File: src/rtl/core/tlik_pkg.sv
// ----------------------------------------------------------------------------
// tlik_pkg: shared types and constants for the two-link IK unit
// Field widths, internal datapath widths, register indexes and the CORDIC
// arctangent table.
// ----------------------------------------------------------------------------
package tlik_pkg;

  // field widths
  localparam int COORD_W    = 16;
  localparam int LEN_W      = 15;
  localparam int SHO_W      = 16;
  localparam int ELB_W      = 15;

  // configuration port
  localparam int CFG_IDX_W  = 3;
  localparam int CFG_DATA_W = 16;
  localparam logic [CFG_IDX_W-1:0] REG_BASE_X       = 3'd0;
  localparam logic [CFG_IDX_W-1:0] REG_BASE_Y       = 3'd1;
  localparam logic [CFG_IDX_W-1:0] REG_UPPER_LENGTH = 3'd2;
  localparam logic [CFG_IDX_W-1:0] REG_FORE_LENGTH  = 3'd3;
  localparam logic [LEN_W-1:0]     LEN_RESET        = 15'd1024;

  // internal widths
  localparam int D_W         = COORD_W + 1;   // target minus base
  localparam int N_W         = 36;            // n and k1
  localparam int LIM_W       = 31;            // 2*l1*l2 and sqrt result
  localparam int SQ_W        = 63;            // square-root remainder
  localparam int SQ_N        = 31;            // square-root cells
  localparam int NORM_W      = 64;            // normalizer word
  localparam int NORM_STAGES = 6;             // shifts of 32,16,8,4,2,1
  localparam int MAG_W       = 30;            // CORDIC start magnitude
  localparam int CX_W        = 33;            // CORDIC x/y
  localparam int Z_W         = 35;            // Q2.30 angle with headroom
  localparam int ATAN_N      = 24;

  // defaults for top-level parameters
  localparam int CORDIC_STEPS_DEF    = 16;
  localparam int ANGLE_FRAC_BITS_DEF = 12;

  localparam logic signed [Z_W-1:0] PI_Q30 = 35'sh0C90FDAA2;

  typedef struct packed {
    logic xneg;
    logic yneg;
    logic zero;
  } flags_t;

  // per-item data carried beside the square-root chain
  typedef struct packed {
    logic signed [D_W-1:0] dx;
    logic signed [D_W-1:0] dy;
    logic signed [N_W-1:0] n;
    logic signed [N_W-1:0] k1;
    logic                  up;
    logic                  reach;
  } side_t;

  // per-item data carried beside the normalizer and CORDIC chains
  typedef struct packed {
    logic        reach;
    logic        up;
    flags_t [2:0] fl;
  } post_t;

  typedef struct packed {
    logic                    reachable;
    logic signed [SHO_W-1:0] shoulder;
    logic signed [ELB_W-1:0] elbow;
  } result_t;

  // arctan(2^-i) in Q2.30
  function automatic logic [31:0] atan_q30(input int i);
    logic [31:0] v;
    case (i)
      0:  v = 32'h3243F6A8;
      1:  v = 32'h1DAC6705;
      2:  v = 32'h0FADBAFC;
      3:  v = 32'h07F56EA6;
      4:  v = 32'h03FEAB76;
      5:  v = 32'h01FFD55B;
      6:  v = 32'h00FFFAAA;
      7:  v = 32'h007FFF55;
      8:  v = 32'h003FFFEA;
      9:  v = 32'h001FFFFD;
      10: v = 32'h000FFFFF;
      11: v = 32'h0007FFFF;
      12: v = 32'h0003FFFF;
      13: v = 32'h0001FFFF;
      14: v = 32'h0000FFFF;
      15: v = 32'h00007FFF;
      16: v = 32'h00003FFF;
      17: v = 32'h00001FFF;
      18: v = 32'h00000FFF;
      19: v = 32'h000007FF;
      20: v = 32'h000003FF;
      21: v = 32'h000001FF;
      22: v = 32'h000000FF;
      23: v = 32'h0000007F;
      default: v = 32'h0;
    endcase
    return v;
  endfunction

endpackage

File: src/rtl/core/tlik_norm_cell.sv
// ----------------------------------------------------------------------------
// tlik_norm_cell: one step of the vector normalizer
// Shifts both components left by SHIFT when the top SHIFT bits are clear.
// ----------------------------------------------------------------------------
module tlik_norm_cell import tlik_pkg::*; #(
  parameter int SHIFT = 1
) (
  input  logic              clk,
  input  logic              en,
  input  logic [NORM_W-1:0] ax_i,
  input  logic [NORM_W-1:0] ay_i,
  output logic [NORM_W-1:0] ax_r,
  output logic [NORM_W-1:0] ay_r
);

  logic [NORM_W-1:0] both;
  logic [NORM_W-1:0] ax_nxt;
  logic [NORM_W-1:0] ay_nxt;

  // leading-zero test on the joint magnitude
  always_comb begin
    both = ax_i | ay_i;
    if (both[NORM_W-1 -: SHIFT] == '0) begin
      ax_nxt = ax_i << SHIFT;
      ay_nxt = ay_i << SHIFT;
    end else begin
      ax_nxt = ax_i;
      ay_nxt = ay_i;
    end
  end

  always_ff @(posedge clk) begin
    if (en) begin
      ax_r <= ax_nxt;
      ay_r <= ay_nxt;
    end
  end

endmodule

File: config.mk
export PLATFORM = sky130hd
export DESIGN_NAME = tlik_norm_cell
export DESIGN_NICKNAME = d
export VERILOG_FILES = /design/src/rtl/core/tlik_pkg.sv /design/src/rtl/core/tlik_norm_cell.sv
export SDC_FILE = /design/constraint.sdc
export NUM_CORES = 1
export LEC_CHECK = 0
export BUFFER_PORTS_ARGS = -buffer_cell sky130_fd_sc_hd__buf_4
export CAP_MARGIN = 25
export CORE_MARGIN = 2
export CORE_UTILIZATION = 30
export DETAILED_ROUTE_END_ITERATION = 16
export PLACE_DENSITY_LB_ADDON = 0.08
export SYNTH_ARGS = -nofsm -noshare
export SYNTH_HDL_FRONTEND = slang
export SYNTH_SLANG_ARGS = --single-unit
File: constraint.sdc
create_clock -name clk -period 1.1 [get_ports clk]
set_input_delay 0.11 -clock clk [delete_from_list [all_inputs] [get_ports clk]]
set_output_delay 0.11 -clock clk [all_outputs]
set_load 0.01 [all_outputs]
==> results_dict.tcl <==
set metrics [dict create \
    crit_type "flop to primary output" \
    dpl_worst_slack_ps -211 \
    period_needed_ps 1060 \
    tightest_slew_ps 239 \
    cp-end-kind "primary output" \
    ys_async_sr_fraction 0 \
    peakVddDrop_uv 969 \
    instances_no_fill 868 \
    fin_util 0.523 \
    crit_fanout 1 \
    synth_most_common_cell "edfxtp_1" \
    chipWidth_microns 138 \
    antenna_found_initial 0 \
    drive_above_1_share 0.655 \
    grt_use_total 0.148 \
    cts.sink_count 128 \
    clockRootBuffer "clkbuf_16" \
    drtIter0Drc 139 \
    synth_area_sq_um 5380 \
    p_per_area_nw_per_um2 1480 \
    final_cell_area_sq_um 9110 \
    yosysUniqueCellTypes 11 \
    path_buf_inv 1 \
    synth_edf_count 128 \
    hold-path-endpoint "ax_r[21]$_DFFE_PP_" \
    cts_max_level 4 \
    rows 48 \
    final_hold_viol_count 0 \
    critPathLaunch "ax_r[58]$_DFFE_PP_" \
    postPlaceCellArea_sq_um 7770 \
    setup_slack_ps 37.9 \
    grt_use_met3 0.0643 \
    critPathSlowestCell "edfxtp_1" \
    top_usage_layer "met2" \
    vias_per_cell 4.32 \
    drt_wl_total_microns 14200 \
    cap_viol_max_count 0 \
    gp_congestion 0.716 \
    p_leak_nw 3.71 \
    cts.clk_slew.worst_paths_ps 50 \
    hold_class "primary input to flop" \
    yosysSeqAreaShare 0.715 \
    synth.area.top_cells "edfxtp_1 (71%), mux2_2 (25%), buf_6 (0.84%)" \
    path_delay_family "flip-flops" \
    core_area_sq_um 17400 \
    multi_input_area_sq_um 1430 \
    regArea_sq_um 3840 \
    cts_setup_buffers 0 \
    whs_path_depth 2 \
    via_count 3748 \
    relSlewSlack 0.841 \
    fmax_mhz 942 \
    diodes 0 \
    final.fill_count 1490 \
    synth-seq-cells 128 \
    status "completed" \
    syn-num-nets 402 \
    setup_tns_ps 0 \
    drc_errors 0 \
    synthCells 272 \
    arrival_ps 950 \
    ys_top_cells_by_count "edfxtp_1 (128), mux2_2 (121), buf_2 (8)" \
    die_area_sq_um 19000 \
    yosysTopAreaCellShare 0.715 \
    ys.flop_type "edfxtp_1" \
    layout.nets 762 \
    holdCritStartpoint "ax_i[20]" \
    syn_to_final_growth_pct 69.5 \
    place_inst 760 \
    rsz0062_at_grt "yes" \
    grt_max_degree 31 \
    cts_buffers 17 \
    grt_use_met2 0.255 \
    synth_top_area_cell "edfxtp_1" \
    ctsLongestPathBuffers 2 \
    path_cells "buf_4" \
    routedWlPerCell_microns 16.3 \
    drt.antenna.violating_nets 0 \
    worstSetupStartpointType "flop" \
    dr.pass1.iters 4 \
    avgSynthCellArea_sq_um 19.8 \
    grt_pass1_wl_microns 20900 \
    period_share 0.966 \
    cpPeakStageDelay_ps 390 \
    cts_tree "done" \
    cp.required_ps 990 \
    ios 258 \
    yosys_warnings 0 \
    setup_viol 0 \
    dieHeight_microns 138 \
    grt_pass1_vias 3998 \
    met1_usage 0.160 \
    hpwl_microns 10400 \
    grt_overflow_total 0 \
    port_buffers 257 \
    initial_core_util 0.309 \
    maxSlewViolCount 0 \
]
worst max path at each step:
| stage | end | slack [ps] | depth (start not counted) |
|---|---|---|---|
| finish | ax_r[58] | 40 | 1 |
| global route | ax_r[60] | -10 | 1 |
| CTS | ax_r[9] | 20 | 1 |
| detailed placement | ax_r[60]$_DFFE_PP_ | -210 | 5 |
| global placement | ax_r[60]$_DFFE_PP_ | -220 | 5 |
| floorplan | ax_r[24]$_DFFE_PP_ | -40 | 4 |
logic make-up (layout without fill, tap and decap cells):
family                 after synthesis  count (layout)  synth area share
AND/OR/NAND/NOR                      3               3           0.00442
multiplexers                       124             124             0.260
buffers and inverters               15             386            0.0186
AO/OA/AOI/OAI                        2               2           0.00233
flip-flops                         128             128             0.715
metal layers:
layer  share of wire  routed length [microns]  up-vias
met4           0.014                      204        0
met3           0.096                     1360       12
met5               0                        0        -
li1                -                        -     1798
met1            0.38                     5310     1788
met2            0.51                     7280      150
state kept, by name, indices dropped and copies added (netlist names):
name,cells
ax_r,64
ay_r,64
repair_timing:
action / 4_1_cts / 5_1_grt
resized for setup: 0 / 6
endpoints found under the setup margin: 0 / 6
endpoints found under the hold margin: 73 / 3
hold buffers: 75 / 3
placed cells by master, fill, tap and decap left out, drive strengths merged:
master | netlist | final
bufinv | 0 | 2
clkinv | 0 | 6
nor2 | 1 | 1
dlygate4sd3 | 0 | 78
a21o | 1 | 1
nor2b | 2 | 2
buf | 13 | 276
mux2 | 124 | 124
inv | 2 | 2
edfxtp | 128 | 128
clkinvlp | 0 | 1
clkbuf | 0 | 21
o21ai | 1 | 1
report_power, final:
group / internal (W) / switching (W)
registers: 0.00591 / 0.000134
clock network: 0.00327 / 0.00191
logic: 0.00140 / 0.000883
total: 0.0106 / 0.00293
layout make-up:
cell class	count	area share
clock inverters	9	0.0103
clock buffers	21	0.0483
flip-flops and latches	128	0.422
multi-input cells	129	0.157
inverters	2	0.000824
repair buffers	354	0.331
well taps	225	0.0309
stage by stage:
| stage | hold WS, ps | total power (W) |
|---|---|---|
| 6_report | 19.0 | 0.0135 |
| 5_1_grt | 1.10 | 0.0141 |
| 4_1_cts | 0.215 | 0.0136 |
| 3_5_place_dp | 405 | 0.00821 |
| 3_3_place_gp | 402 | 0.00818 |
| 2_1_floorplan | 222 | 0.00684 |
Power figures use the tool's default switching activity.
