==> src/rtl/core/tlik_pkg.sv <==
// ----------------------------------------------------------------------------
// tlik_pkg: shared types and constants for the two-link IK unit
// Field widths, internal datapath widths, register indexes and the CORDIC
// arctangent table.
// ----------------------------------------------------------------------------
package tlik_pkg;

  // field widths
  localparam int COORD_W    = 16;
  localparam int LEN_W      = 15;
  localparam int SHO_W      = 16;
  localparam int ELB_W      = 15;

  // configuration port
  localparam int CFG_IDX_W  = 3;
  localparam int CFG_DATA_W = 16;
  localparam logic [CFG_IDX_W-1:0] REG_BASE_X       = 3'd0;
  localparam logic [CFG_IDX_W-1:0] REG_BASE_Y       = 3'd1;
  localparam logic [CFG_IDX_W-1:0] REG_UPPER_LENGTH = 3'd2;
  localparam logic [CFG_IDX_W-1:0] REG_FORE_LENGTH  = 3'd3;
  localparam logic [LEN_W-1:0]     LEN_RESET        = 15'd1024;

  // internal widths
  localparam int D_W         = COORD_W + 1;   // target minus base
  localparam int N_W         = 36;            // n and k1
  localparam int LIM_W       = 31;            // 2*l1*l2 and sqrt result
  localparam int SQ_W        = 63;            // square-root remainder
  localparam int SQ_N        = 31;            // square-root cells
  localparam int NORM_W      = 64;            // normalizer word
  localparam int NORM_STAGES = 6;             // shifts of 32,16,8,4,2,1
  localparam int MAG_W       = 30;            // CORDIC start magnitude
  localparam int CX_W        = 33;            // CORDIC x/y
  localparam int Z_W         = 35;            // Q2.30 angle with headroom
  localparam int ATAN_N      = 24;

  // defaults for top-level parameters
  localparam int CORDIC_STEPS_DEF    = 16;
  localparam int ANGLE_FRAC_BITS_DEF = 12;

  localparam logic signed [Z_W-1:0] PI_Q30 = 35'sh0C90FDAA2;

  typedef struct packed {
    logic xneg;
    logic yneg;
    logic zero;
  } flags_t;

  // per-item data carried beside the square-root chain
  typedef struct packed {
    logic signed [D_W-1:0] dx;
    logic signed [D_W-1:0] dy;
    logic signed [N_W-1:0] n;
    logic signed [N_W-1:0] k1;
    logic                  up;
    logic                  reach;
  } side_t;

  // per-item data carried beside the normalizer and CORDIC chains
  typedef struct packed {
    logic        reach;
    logic        up;
    flags_t [2:0] fl;
  } post_t;

  typedef struct packed {
    logic                    reachable;
    logic signed [SHO_W-1:0] shoulder;
    logic signed [ELB_W-1:0] elbow;
  } result_t;

  // arctan(2^-i) in Q2.30
  function automatic logic [31:0] atan_q30(input int i);
    logic [31:0] v;
    case (i)
      0:  v = 32'h3243F6A8;
      1:  v = 32'h1DAC6705;
      2:  v = 32'h0FADBAFC;
      3:  v = 32'h07F56EA6;
      4:  v = 32'h03FEAB76;
      5:  v = 32'h01FFD55B;
      6:  v = 32'h00FFFAAA;
      7:  v = 32'h007FFF55;
      8:  v = 32'h003FFFEA;
      9:  v = 32'h001FFFFD;
      10: v = 32'h000FFFFF;
      11: v = 32'h0007FFFF;
      12: v = 32'h0003FFFF;
      13: v = 32'h0001FFFF;
      14: v = 32'h0000FFFF;
      15: v = 32'h00007FFF;
      16: v = 32'h00003FFF;
      17: v = 32'h00001FFF;
      18: v = 32'h00000FFF;
      19: v = 32'h000007FF;
      20: v = 32'h000003FF;
      21: v = 32'h000001FF;
      22: v = 32'h000000FF;
      23: v = 32'h0000007F;
      default: v = 32'h0;
    endcase
    return v;
  endfunction

endpackage

==> src/rtl/core/tlik_cordic_cell.sv <==
// ----------------------------------------------------------------------------
// tlik_cordic_cell: one vectoring CORDIC iteration
// Rotates toward the x axis by arctan(2^-STEP) and accumulates the angle.
// ----------------------------------------------------------------------------
module tlik_cordic_cell import tlik_pkg::*; #(
  parameter int STEP = 0
) (
  input  logic                   clk,
  input  logic                   en,
  input  logic signed [CX_W-1:0] cx_i,
  input  logic signed [CX_W-1:0] cy_i,
  input  logic signed [Z_W-1:0]  z_i,
  output logic signed [CX_W-1:0] cx_r,
  output logic signed [CX_W-1:0] cy_r,
  output logic signed [Z_W-1:0]  z_r
);

  localparam logic signed [Z_W-1:0] ATAN = $signed(Z_W'(atan_q30(STEP)));

  logic signed [CX_W-1:0] cx_nxt;
  logic signed [CX_W-1:0] cy_nxt;
  logic signed [Z_W-1:0]  z_nxt;

  // direction follows the sign of y
  always_comb begin
    if (!cy_i[CX_W-1]) begin
      cx_nxt = cx_i + (cy_i >>> STEP);
      cy_nxt = cy_i - (cx_i >>> STEP);
      z_nxt  = z_i + ATAN;
    end else begin
      cx_nxt = cx_i - (cy_i >>> STEP);
      cy_nxt = cy_i + (cx_i >>> STEP);
      z_nxt  = z_i - ATAN;
    end
  end

  always_ff @(posedge clk) begin
    if (en) begin
      cx_r <= cx_nxt;
      cy_r <= cy_nxt;
      z_r  <= z_nxt;
    end
  end

endmodule

==> config.mk <==
export PLATFORM = sky130hd
export DESIGN_NAME = tlik_cordic_cell
export DESIGN_NICKNAME = d
export VERILOG_FILES = /design/src/rtl/core/tlik_pkg.sv /design/src/rtl/core/tlik_cordic_cell.sv
export SDC_FILE = /design/constraint.sdc
export NUM_CORES = 1
export LEC_CHECK = 0
export ABC_AREA = 1
export BUFFER_PORTS_ARGS = -buffer_cell sky130_fd_sc_hd__buf_2
export CAP_MARGIN = 10
export CORE_ASPECT_RATIO = 2
export CORE_MARGIN = 5
export CORE_UTILIZATION = 40
export DETAILED_ROUTE_END_ITERATION = 7
export GPL_ROUTABILITY_DRIVEN = 0
export PLACE_DENSITY = 0.6
export SYNTH_ARGS = -nofsm -noshare
export SYNTH_HDL_FRONTEND = slang
export SYNTH_SLANG_ARGS = --single-unit
==> constraint.sdc <==
create_clock -name clk -period 3.74 [get_ports clk]
set_clock_uncertainty 0.1 [all_clocks]
set_input_delay 0.374 -clock clk [delete_from_list [all_inputs] [get_ports clk]]
set_output_delay 0.374 -clock clk [all_outputs]
set_load 0.02 [all_outputs]
==> impl_metrics.toml <==
[timing]
setup_slack_ns = 1.204
rsz0062_at_grt = "no"
tns_ns = 0
max_freq_mhz = 394.3
slew_viol_final = 0
relSlewSlack = 0.4856
period_share = 0.6781
period_minus_slack_ns = 2.536
tightest_slew_ns = 0.7715
finalHoldViolCount = 0
finalSetupViolCount = 0
hold_slack_ns = 0.07277

[clock_network]
clock-root-buffer = "clkbuf_16"
h-tree-depth = 3
cts_hold_buf = 0
cts_buffer_depth = 2
cts_setup_buffers = 0
cts_resized = 0
cts_sinks = 100
cts_made_buffers = 9
cts_tree = "built"
path_clk_slew_ns = 0.08

[worst_setup_path]
arrival_ns = 2.58
path_cells = "buf_2 > inv_1 > ha_1 > nand2_1 > nor2_1 > a21oi_1 > nand2_1 > nand2_1 > nand2_1 > nand2_1 > nand3_1 > nand2_1"
crit_buf_inv = 2
crit_family = "simple AND/OR/NAND/NOR gates"
slowest_stage = "ha_1"
cp_max_fo = 9
worstSetupEndpointType = "flop"
crit_path_frequent_cell = "nand2_1"
startpoint_type = "input port"
crit_type = "in2reg"
cpPeakStageDelay_ns = 0.50
worstPathRequired_ns = 3.79

[logic_synthesis]
yosysWarnings = 0
synth_ff_type = "edfxtp_1"
synth_common_cells = "nand2_1 (752), inv_1 (377), nand3_1 (184)"
ys_ff_latch = 100
synth_top_area_share = 0.2372
syn_area_um2 = 12660
synth.distinct_cells = 42
postSynthCellCount = 2063
syn_area_per_cell_um2 = 6.137
synth-seq-area-share = 0.2372
yosysMostFrequentCell = "nand2_1"
syn_nets = 2296
synth_edf_count = 100
async_flop_share = 0
synthTopCellsByArea = "edfxtp_1 (24%), nand2_1 (22%), ha_1 (12%), inv_1 (11%), nand3_1 (7.3%)"
synth_top_area_cell = "edfxtp_1"

[place]
dp_hpwl_um = 39660
portBuffers = 203
pre_cts_ws_ns = 0.9108

[finish]
final_nets = 2472
drive_gt1_frac = 0.1141
area_delta_synth_final_pct = 12.73
multiInputGateArea_um2 = 7921
antenna_cells = 0
seqCellArea_um2 = 3003
fillers = 3423

[floorplan]
die-area_um2 = 35520
dieHeight_um = 261.6
die_w_um = 135.8
placementRows = 92
start_util = 0.4029
ios = 204
core_area_um2 = 31430

[hold_path]
holdPathStages = 1
hold_path_end = "z_r[1]"
hp-class = "in2reg"
hp-start = "z_i[1]"

[power_and_ir_drop]
leakage_nw = 8.031
p_per_area_nw_per_um2 = 326.5
power.total_w = 0.004660
ir_drop_v = 0.0002514

[job]
maxCapViolCount = 0

[global_routing]
antenna_found_initial = 0
grt_usage = 0.2570
grt_pass1_vias = 13550
grt_max_degree = 62
grt_pass1_wl_um = 69260
gr-total-overflow = 0

[route]
drc = 0
drtAntennaViolNets = 0
first_pass_iters = 7
via_per_inst = 5.136
vias = 13700
drtIter0Drc = 750
postRouteWirelength_um = 46780
wl_per_cell_um = 17.54

[run_status]
outcome = "complete, no violations"
[logic make-up after synthesis]
logic type | count (synthesis) | synth area share
buf+inv | 427 | 0.1371
flops | 100 | 0.2372
fa+ha+maj | 130 | 0.1309
compound gates | 221 | 0.09508
simple gates | 1144 | 0.3714
xor+xnor | 41 | 0.02836
[metrics by stage]
stage	utilization	cell area, µm²	cells
5_1_grt	0.4541	14270	2667
3_5_place_dp	0.4445	13970	2651
6_report	0.4541	14270	2667
4_1_cts	0.4541	14270	2667
3_3_place_gp	0.4445	13970	2651
2_1_floorplan	-	12660	2063
[area by class of cell]
type,count,share of cell area
Multi-Input combinational cell,1536,0.5551
Clock inverter,7,0.005523
Sequential cell,100,0.2104
Tap cell,423,0.03709
Timing Repair Buffer,209,0.07540
Inverter,383,0.1007
Clock buffer,9,0.01578
[registers in the layout, indices dropped and copies added, names as in the netlist]
| name | count |
|---|---|
| cx_r | 32 |
| cy_r | 33 |
| z_r | 35 |
[metal layers]
metal	vias up	wire length, µm	share of wire	GRT usage
li1	6804	-	-	-
met1	6140	14660	0.31	0.2190
met2	539	25520	0.55	0.5083
met3	214	1992	0.043	0.02768
met4	0	4605	0.098	0.2225
met5	-	0	0	0
[power breakdown]
part           switching [W]  internal, W  leakage, nW  total (W)
Combinational        0.00149     0.000638         6.91    0.00213
Clock               0.000503     0.000530        0.146    0.00103
Sequential         0.0000523      0.00145        0.977    0.00150
[worst max path at each step]
stage                  start        to  cells past startpoint
floorplan           cy_i[32]   z_r[25]                     14
global placement     cx_i[5]  cx_r[16]                     12
detailed placement   cx_i[5]  cx_r[16]                     12
CTS                  cx_i[5]  cx_r[16]                     12
global route         cx_i[5]  cy_r[32]                     14
finish              cx_i[14]  cx_r[23]                     12
[cell usage in the layout (no fill, tap or decap), types with 2 or more instances in the layout]
cell type / count
nand2_1: 752
inv_1: 377
buf_2: 202
nand3_1: 184
nor2_1: 147
ha_1: 126
a21oi_1: 118
edfxtp_1: 100
o21ai_0: 56
xor2_1: 36
nand4_1: 18
o21bai_1: 11
nor3_1: 10
clkbuf_16: 9
o21a_1: 8
nor2_2: 8
nand2_2: 8
a21o_1: 7
inv_2: 6
buf_4: 6
xnor2_1: 5
o21ai_1: 5
nor3_2: 4
a31oi_1: 4
o22ai_1: 4
fa_1: 4
inv_6: 3
nand3b_1: 2
nor4_1: 2
nand2_4: 2
nor2_4: 2
and3_1: 2
o31ai_1: 2
a21boi_0: 2
a22oi_1: 2
Note: power is estimated with default switching activity, not from simulation.
