--- config.mk ---
export PLATFORM = sky130hd
export DESIGN_NAME = tlik_sqrt_cell
export DESIGN_NICKNAME = d
export VERILOG_FILES = /design/src/rtl/core/tlik_pkg.sv /design/src/rtl/core/tlik_sqrt_cell.sv
export SDC_FILE = /design/constraint.sdc
export NUM_CORES = 1
export LEC_CHECK = 0
export BUFFER_PORTS_ARGS = -buffer_cell sky130_fd_sc_hd__buf_2
export CAP_MARGIN = 20
export CORE_MARGIN = 2
export CORE_UTILIZATION = 60
export CTS_CLUSTER_DIAMETER = 150
export DETAILED_ROUTE_END_ITERATION = 10
export PLACE_DENSITY = 0.88
export SYNTH_ARGS = -nofsm -noshare
export SYNTH_HDL_FRONTEND = slang
export SYNTH_SLANG_ARGS = --single-unit
--- constraint.sdc ---
create_clock -name clk -period 12.2 [get_ports clk]
set_input_delay 0.61 -clock clk [delete_from_list [all_inputs] [get_ports clk]]
set_output_delay 0.61 -clock clk [all_outputs]
set_load 0.02 [all_outputs]
--- src/rtl/core/tlik_pkg.sv ---
// ----------------------------------------------------------------------------
// tlik_pkg: shared types and constants for the two-link IK unit
// Field widths, internal datapath widths, register indexes and the CORDIC
// arctangent table.
// ----------------------------------------------------------------------------
package tlik_pkg;

  // field widths
  localparam int COORD_W    = 16;
  localparam int LEN_W      = 15;
  localparam int SHO_W      = 16;
  localparam int ELB_W      = 15;

  // configuration port
  localparam int CFG_IDX_W  = 3;
  localparam int CFG_DATA_W = 16;
  localparam logic [CFG_IDX_W-1:0] REG_BASE_X       = 3'd0;
  localparam logic [CFG_IDX_W-1:0] REG_BASE_Y       = 3'd1;
  localparam logic [CFG_IDX_W-1:0] REG_UPPER_LENGTH = 3'd2;
  localparam logic [CFG_IDX_W-1:0] REG_FORE_LENGTH  = 3'd3;
  localparam logic [LEN_W-1:0]     LEN_RESET        = 15'd1024;

  // internal widths
  localparam int D_W         = COORD_W + 1;   // target minus base
  localparam int N_W         = 36;            // n and k1
  localparam int LIM_W       = 31;            // 2*l1*l2 and sqrt result
  localparam int SQ_W        = 63;            // square-root remainder
  localparam int SQ_N        = 31;            // square-root cells
  localparam int NORM_W      = 64;            // normalizer word
  localparam int NORM_STAGES = 6;             // shifts of 32,16,8,4,2,1
  localparam int MAG_W       = 30;            // CORDIC start magnitude
  localparam int CX_W        = 33;            // CORDIC x/y
  localparam int Z_W         = 35;            // Q2.30 angle with headroom
  localparam int ATAN_N      = 24;

  // defaults for top-level parameters
  localparam int CORDIC_STEPS_DEF    = 16;
  localparam int ANGLE_FRAC_BITS_DEF = 12;

  localparam logic signed [Z_W-1:0] PI_Q30 = 35'sh0C90FDAA2;

  typedef struct packed {
    logic xneg;
    logic yneg;
    logic zero;
  } flags_t;

  // per-item data carried beside the square-root chain
  typedef struct packed {
    logic signed [D_W-1:0] dx;
    logic signed [D_W-1:0] dy;
    logic signed [N_W-1:0] n;
    logic signed [N_W-1:0] k1;
    logic                  up;
    logic                  reach;
  } side_t;

  // per-item data carried beside the normalizer and CORDIC chains
  typedef struct packed {
    logic        reach;
    logic        up;
    flags_t [2:0] fl;
  } post_t;

  typedef struct packed {
    logic                    reachable;
    logic signed [SHO_W-1:0] shoulder;
    logic signed [ELB_W-1:0] elbow;
  } result_t;

  // arctan(2^-i) in Q2.30
  function automatic logic [31:0] atan_q30(input int i);
    logic [31:0] v;
    case (i)
      0:  v = 32'h3243F6A8;
      1:  v = 32'h1DAC6705;
      2:  v = 32'h0FADBAFC;
      3:  v = 32'h07F56EA6;
      4:  v = 32'h03FEAB76;
      5:  v = 32'h01FFD55B;
      6:  v = 32'h00FFFAAA;
      7:  v = 32'h007FFF55;
      8:  v = 32'h003FFFEA;
      9:  v = 32'h001FFFFD;
      10: v = 32'h000FFFFF;
      11: v = 32'h0007FFFF;
      12: v = 32'h0003FFFF;
      13: v = 32'h0001FFFF;
      14: v = 32'h0000FFFF;
      15: v = 32'h00007FFF;
      16: v = 32'h00003FFF;
      17: v = 32'h00001FFF;
      18: v = 32'h00000FFF;
      19: v = 32'h000007FF;
      20: v = 32'h000003FF;
      21: v = 32'h000001FF;
      22: v = 32'h000000FF;
      23: v = 32'h0000007F;
      default: v = 32'h0;
    endcase
    return v;
  endfunction

endpackage

--- src/rtl/core/tlik_sqrt_cell.sv ---
// ----------------------------------------------------------------------------
// tlik_sqrt_cell: one step of the integer square root
// Tries bit 4^K against the remainder and hands remainder and root onward.
// ----------------------------------------------------------------------------
module tlik_sqrt_cell import tlik_pkg::*; #(
  parameter int K = 0
) (
  input  logic            clk,
  input  logic            en,
  input  logic [SQ_W-1:0] rem_i,
  input  logic [SQ_W-1:0] res_i,
  output logic [SQ_W-1:0] rem_r,
  output logic [SQ_W-1:0] res_r
);

  localparam logic [SQ_W-1:0] BIT = SQ_W'(1) << (2 * K);

  logic [SQ_W-1:0] trial;
  logic [SQ_W-1:0] rem_nxt;
  logic [SQ_W-1:0] res_nxt;

  // compare and subtract
  always_comb begin
    trial = res_i + BIT;
    if (rem_i >= trial) begin
      rem_nxt = rem_i - trial;
      res_nxt = (res_i >> 1) + BIT;
    end else begin
      rem_nxt = rem_i;
      res_nxt = res_i >> 1;
    end
  end

  always_ff @(posedge clk) begin
    if (en) begin
      rem_r <= rem_nxt;
      res_r <= res_nxt;
    end
  end

endmodule

==> summary.txt <==
GRT
  • Overall routing resource usage: 37.90%
  • Initial antenna violation count: 4
  • Largest net degree at the start of global routing: 92
  • First-pass GRT wire length: between 50000 and 60000 um
  • Gr ovfl total: 0
  • Number of global-route vias before repair: between 9000 and 10000

Detailed routing
  • Routed WL per cell: between 20 and 25 um
  • Vias: ~11000
  • Vias per inst: 6.305
  • DRC: 0
  • Initial DRC Count: ~1400
  • Drt total wl: roughly 35000 um
  • Pre-antenna DRT Iters: 5
  • Post-route ant nets: 0

Synth
  • Ys flop type: edfxtp_1
  • Number of flops mapped to enable cells by yosys: ~130
  • Synth Area in Simple Gates: a little over a fifth
  • Compound-gate portion of the synthesized area: between 10% and 20%
  • Mux contribution to synthesized area: less than 1%
  • Post-synth net total: ~1400
  • Cell taking the most area after synthesis: edfxtp_1
  • Sequential area share after synthesis: a little over a third
  • Netlist cell types: between 60 and 70
  • Largest family of logic cells by synthesized area: simple AND/OR/NAND/NOR gates
  • Cell Area, Synth: ~0.011 mm^2
  • Share of flip-flops with an asynchronous set or reset: 0%
  • Xor/xnor cell area share of the yosys netlist: around 15%
  • Post-Synth Adder-Cell Area: under 10%
  • Syn avg cell area: 8.679 um^2
  • Syn. warnings: 0
  • Synth area leaders: edfxtp_1 36%, xor2_1 8.0%, ha_1 7.7%, xnor2_1 7.1%, nand2_1 6.2%
  • Share of the synthesized area in the top cell type: 35.91%
  • Syn Inst Count: roughly 1200
  • Synth Register Bits: about 130

Die
  • Core box area: around 0.017 mm^2
  • Top-Level Pins: 254
  • FP Rows: between 40 and 50
  • Initial cell density of the core: between 60% and 70%
  • Total die area: about 0.019 mm^2
  • Die width: 136.5 um
  • Die Y: about 140 um

Power and ir drop
  • Sequential power share: between 30% and 40%
  • Sw Pwr: between 500 and 600 uW
  • Logic pwr share: between 30% and 40%
  • Sw Share: 34.24%
  • Leak Pwr: a little over 0.005 uW
  • VDD IR max: 0.1008 mV
  • Pint: approximately 1000 uW
  • Pwr Density: around 120 mW/mm^2
  • Clk network pwr share: 32.5%

Placed design
  • Routability cong.: between 0.9 and 1
  • Area after DPL: 0.01189 mm^2
  • Number of port buffers: roughly 250
  • DP HPWL: roughly 28000 um

Critical path
  • CP Launch Type: primary input
  • Crit path arrival time: 7130 ps
  • Worst setup EP type: flip-flop
  • CP max stage delay: 720 ps
  • CP cell instances: buf_2 > ha_1 > nand3_1 > nor2_1 > and2_1 > nand3_1 > nor2_1 > nand2_1 > nor2_1 > xnor2_1 > ha_1 > and3_1 > nand2_1 > or4_4 > a21oi_2 > o21ai_2 > o41a_2 > buf_4 > or3_1 > or3_1 > xnor2_1
  • Worst Path Required: about 12000 ps
  • Crit path max-delay family: simple AND/OR/NAND/NOR gates
  • Most common cell on crit path: nor2_1
  • Critical path peak fanout: 91
  • Critical setup path kind: in -> reg
  • Slowest-stage cell, CP: or3_1
  • Crit path buf inv count: 2

Clock tree
  • Num CTS Buffers: 17
  • CTS max path bufs: 2
  • Clk root buf: clkbuf_16
  • Post-CTS Repair Setup Buffers: 0
  • Htree depth: 4
  • CTS Sinks: 126
  • Clock Pin Slew Worst Setup and Hold Paths: approximately 60 ps
  • Hold-fix buffers, CTS: 0
  • CTS resizes: 0
  • TritonCTS clock tree: done

Layout
  • Most common cell after layout, fill and taps aside: buf_2
  • Final Cell Area: approximately 0.012 mm^2
  • Reg area: between 0.003 and 0.004 mm^2
  • Area growth syn-to-layout: 18.20%
  • Fillers: between 1000 and 1500
  • Multi-input combinational cell area: 0.006424 mm^2
  • Fin nets: around 1600
  • Share of cells above drive strength 1: a little over a fifth
  • Most frequent cells in the layout: 252 x buf_2, 175 x nand2_1, 126 x edfxtp_1

Timing
  • Slew HR: slightly below 40%
  • Final Hold Viols: 0
  • Period minus WS final: ~7000 ps
  • Hold_ws: 481.1 ps
  • Max Clk Rate: 143.7 MHz
  • Sum of negative setup slack: 0 ps
  • Max Slew Vio Count: 0
  • Slew @ Worst Pin: roughly 910 ps
  • Fin crit share: roughly 57%
  • Setup violators final: 0
  • RSZ-0062 raised after global routing: false

Flow run
  • Max Cap Viol: 0

Min path
  • HP Class: in -> reg

Status
  • Status: complete, no violations
-- logic make-up after synthesis --
kind of cell,after synthesis
xor+xnor,181
buf+inv,83
fa+ha+maj,66
mux,7
simple gates,476
flops,126
compound gates,275
-- flip-flops by register name (all words and copies together), names as in the netlist --
register,cells
res_r,63
rem_r,63
-- cell usage after synthesis, drive strengths merged, types with 2 or more instances --
master / count
or4: 2
mux2: 7
nor2: 94
a311oi: 2
o41ai: 3
o311ai: 2
xor2: 96
or2: 7
a211oi: 5
a21oi: 81
nand2: 176
xnor2: 85
a21o: 28
nor4: 16
inv: 27
a31o: 4
and4: 5
nand2b: 9
nand4: 41
nand3: 43
o22ai: 2
buf: 10
a31oi: 11
o211ai: 3
o21bai: 11
and3: 27
a21boi: 2
clkbuf: 46
ha: 65
o31ai: 2
or3: 8
edfxtp: 126
o21ai: 100
and2: 8
a221o: 2
o21a: 6
nor2b: 5
nor3: 30
-- per-layer routing --
layer / track usage (%) / share of wire, %
met1: 51.40 / 40
met2: 58.00 / 44
met3: 9.259 / 12
met4: 15.86 / 4.0
met5: 0 / 0
-- layout make-up --
class / instances / share of cell area (%)
clock buffer: 19 / 3.476
clock inverter: 12 / 0.9845
inverter: 27 / 0.8137
sequential: 126 / 30.38
multi-input combinational: 1005 / 51.58
timing repair buffer: 257 / 10.43
tap: 225 / 2.260
antenna: 4 / 0.08037
-- power groups by stage --
stage	registers, uW	clock network (uW)	logic [uW]
final	554	495	472
after global routing	558	511	510
after CTS	554	498	464
after detailed placement	562	0	461
after global placement	561	0	457
after floorplan	625	0	238
-- worst paths after layout --
path | start | end | slack, ps | cells past startpoint
max | res_i[0] | res_r[51]$_DFFE_PP_ | 5240 | 21
min | rem_i[10] | rem_r[10]$_DFFE_PP_ | 480 | 3
-- metrics by stage --
step	setup slack [ps]	instances	total power, uW	utilization [%]
2_1_floorplan	6813	1214	863.0	-
6_report	5239	1675	1522	72.26
3_3_place_gp	5160	1640	1018	68.98
5_1_grt	4934	1674	1579	72.24
3_5_place_dp	5044	1640	1022	68.98
4_1_cts	5392	1671	1516	72.20
No activity file was read; power rests on OpenSTA's default activity.
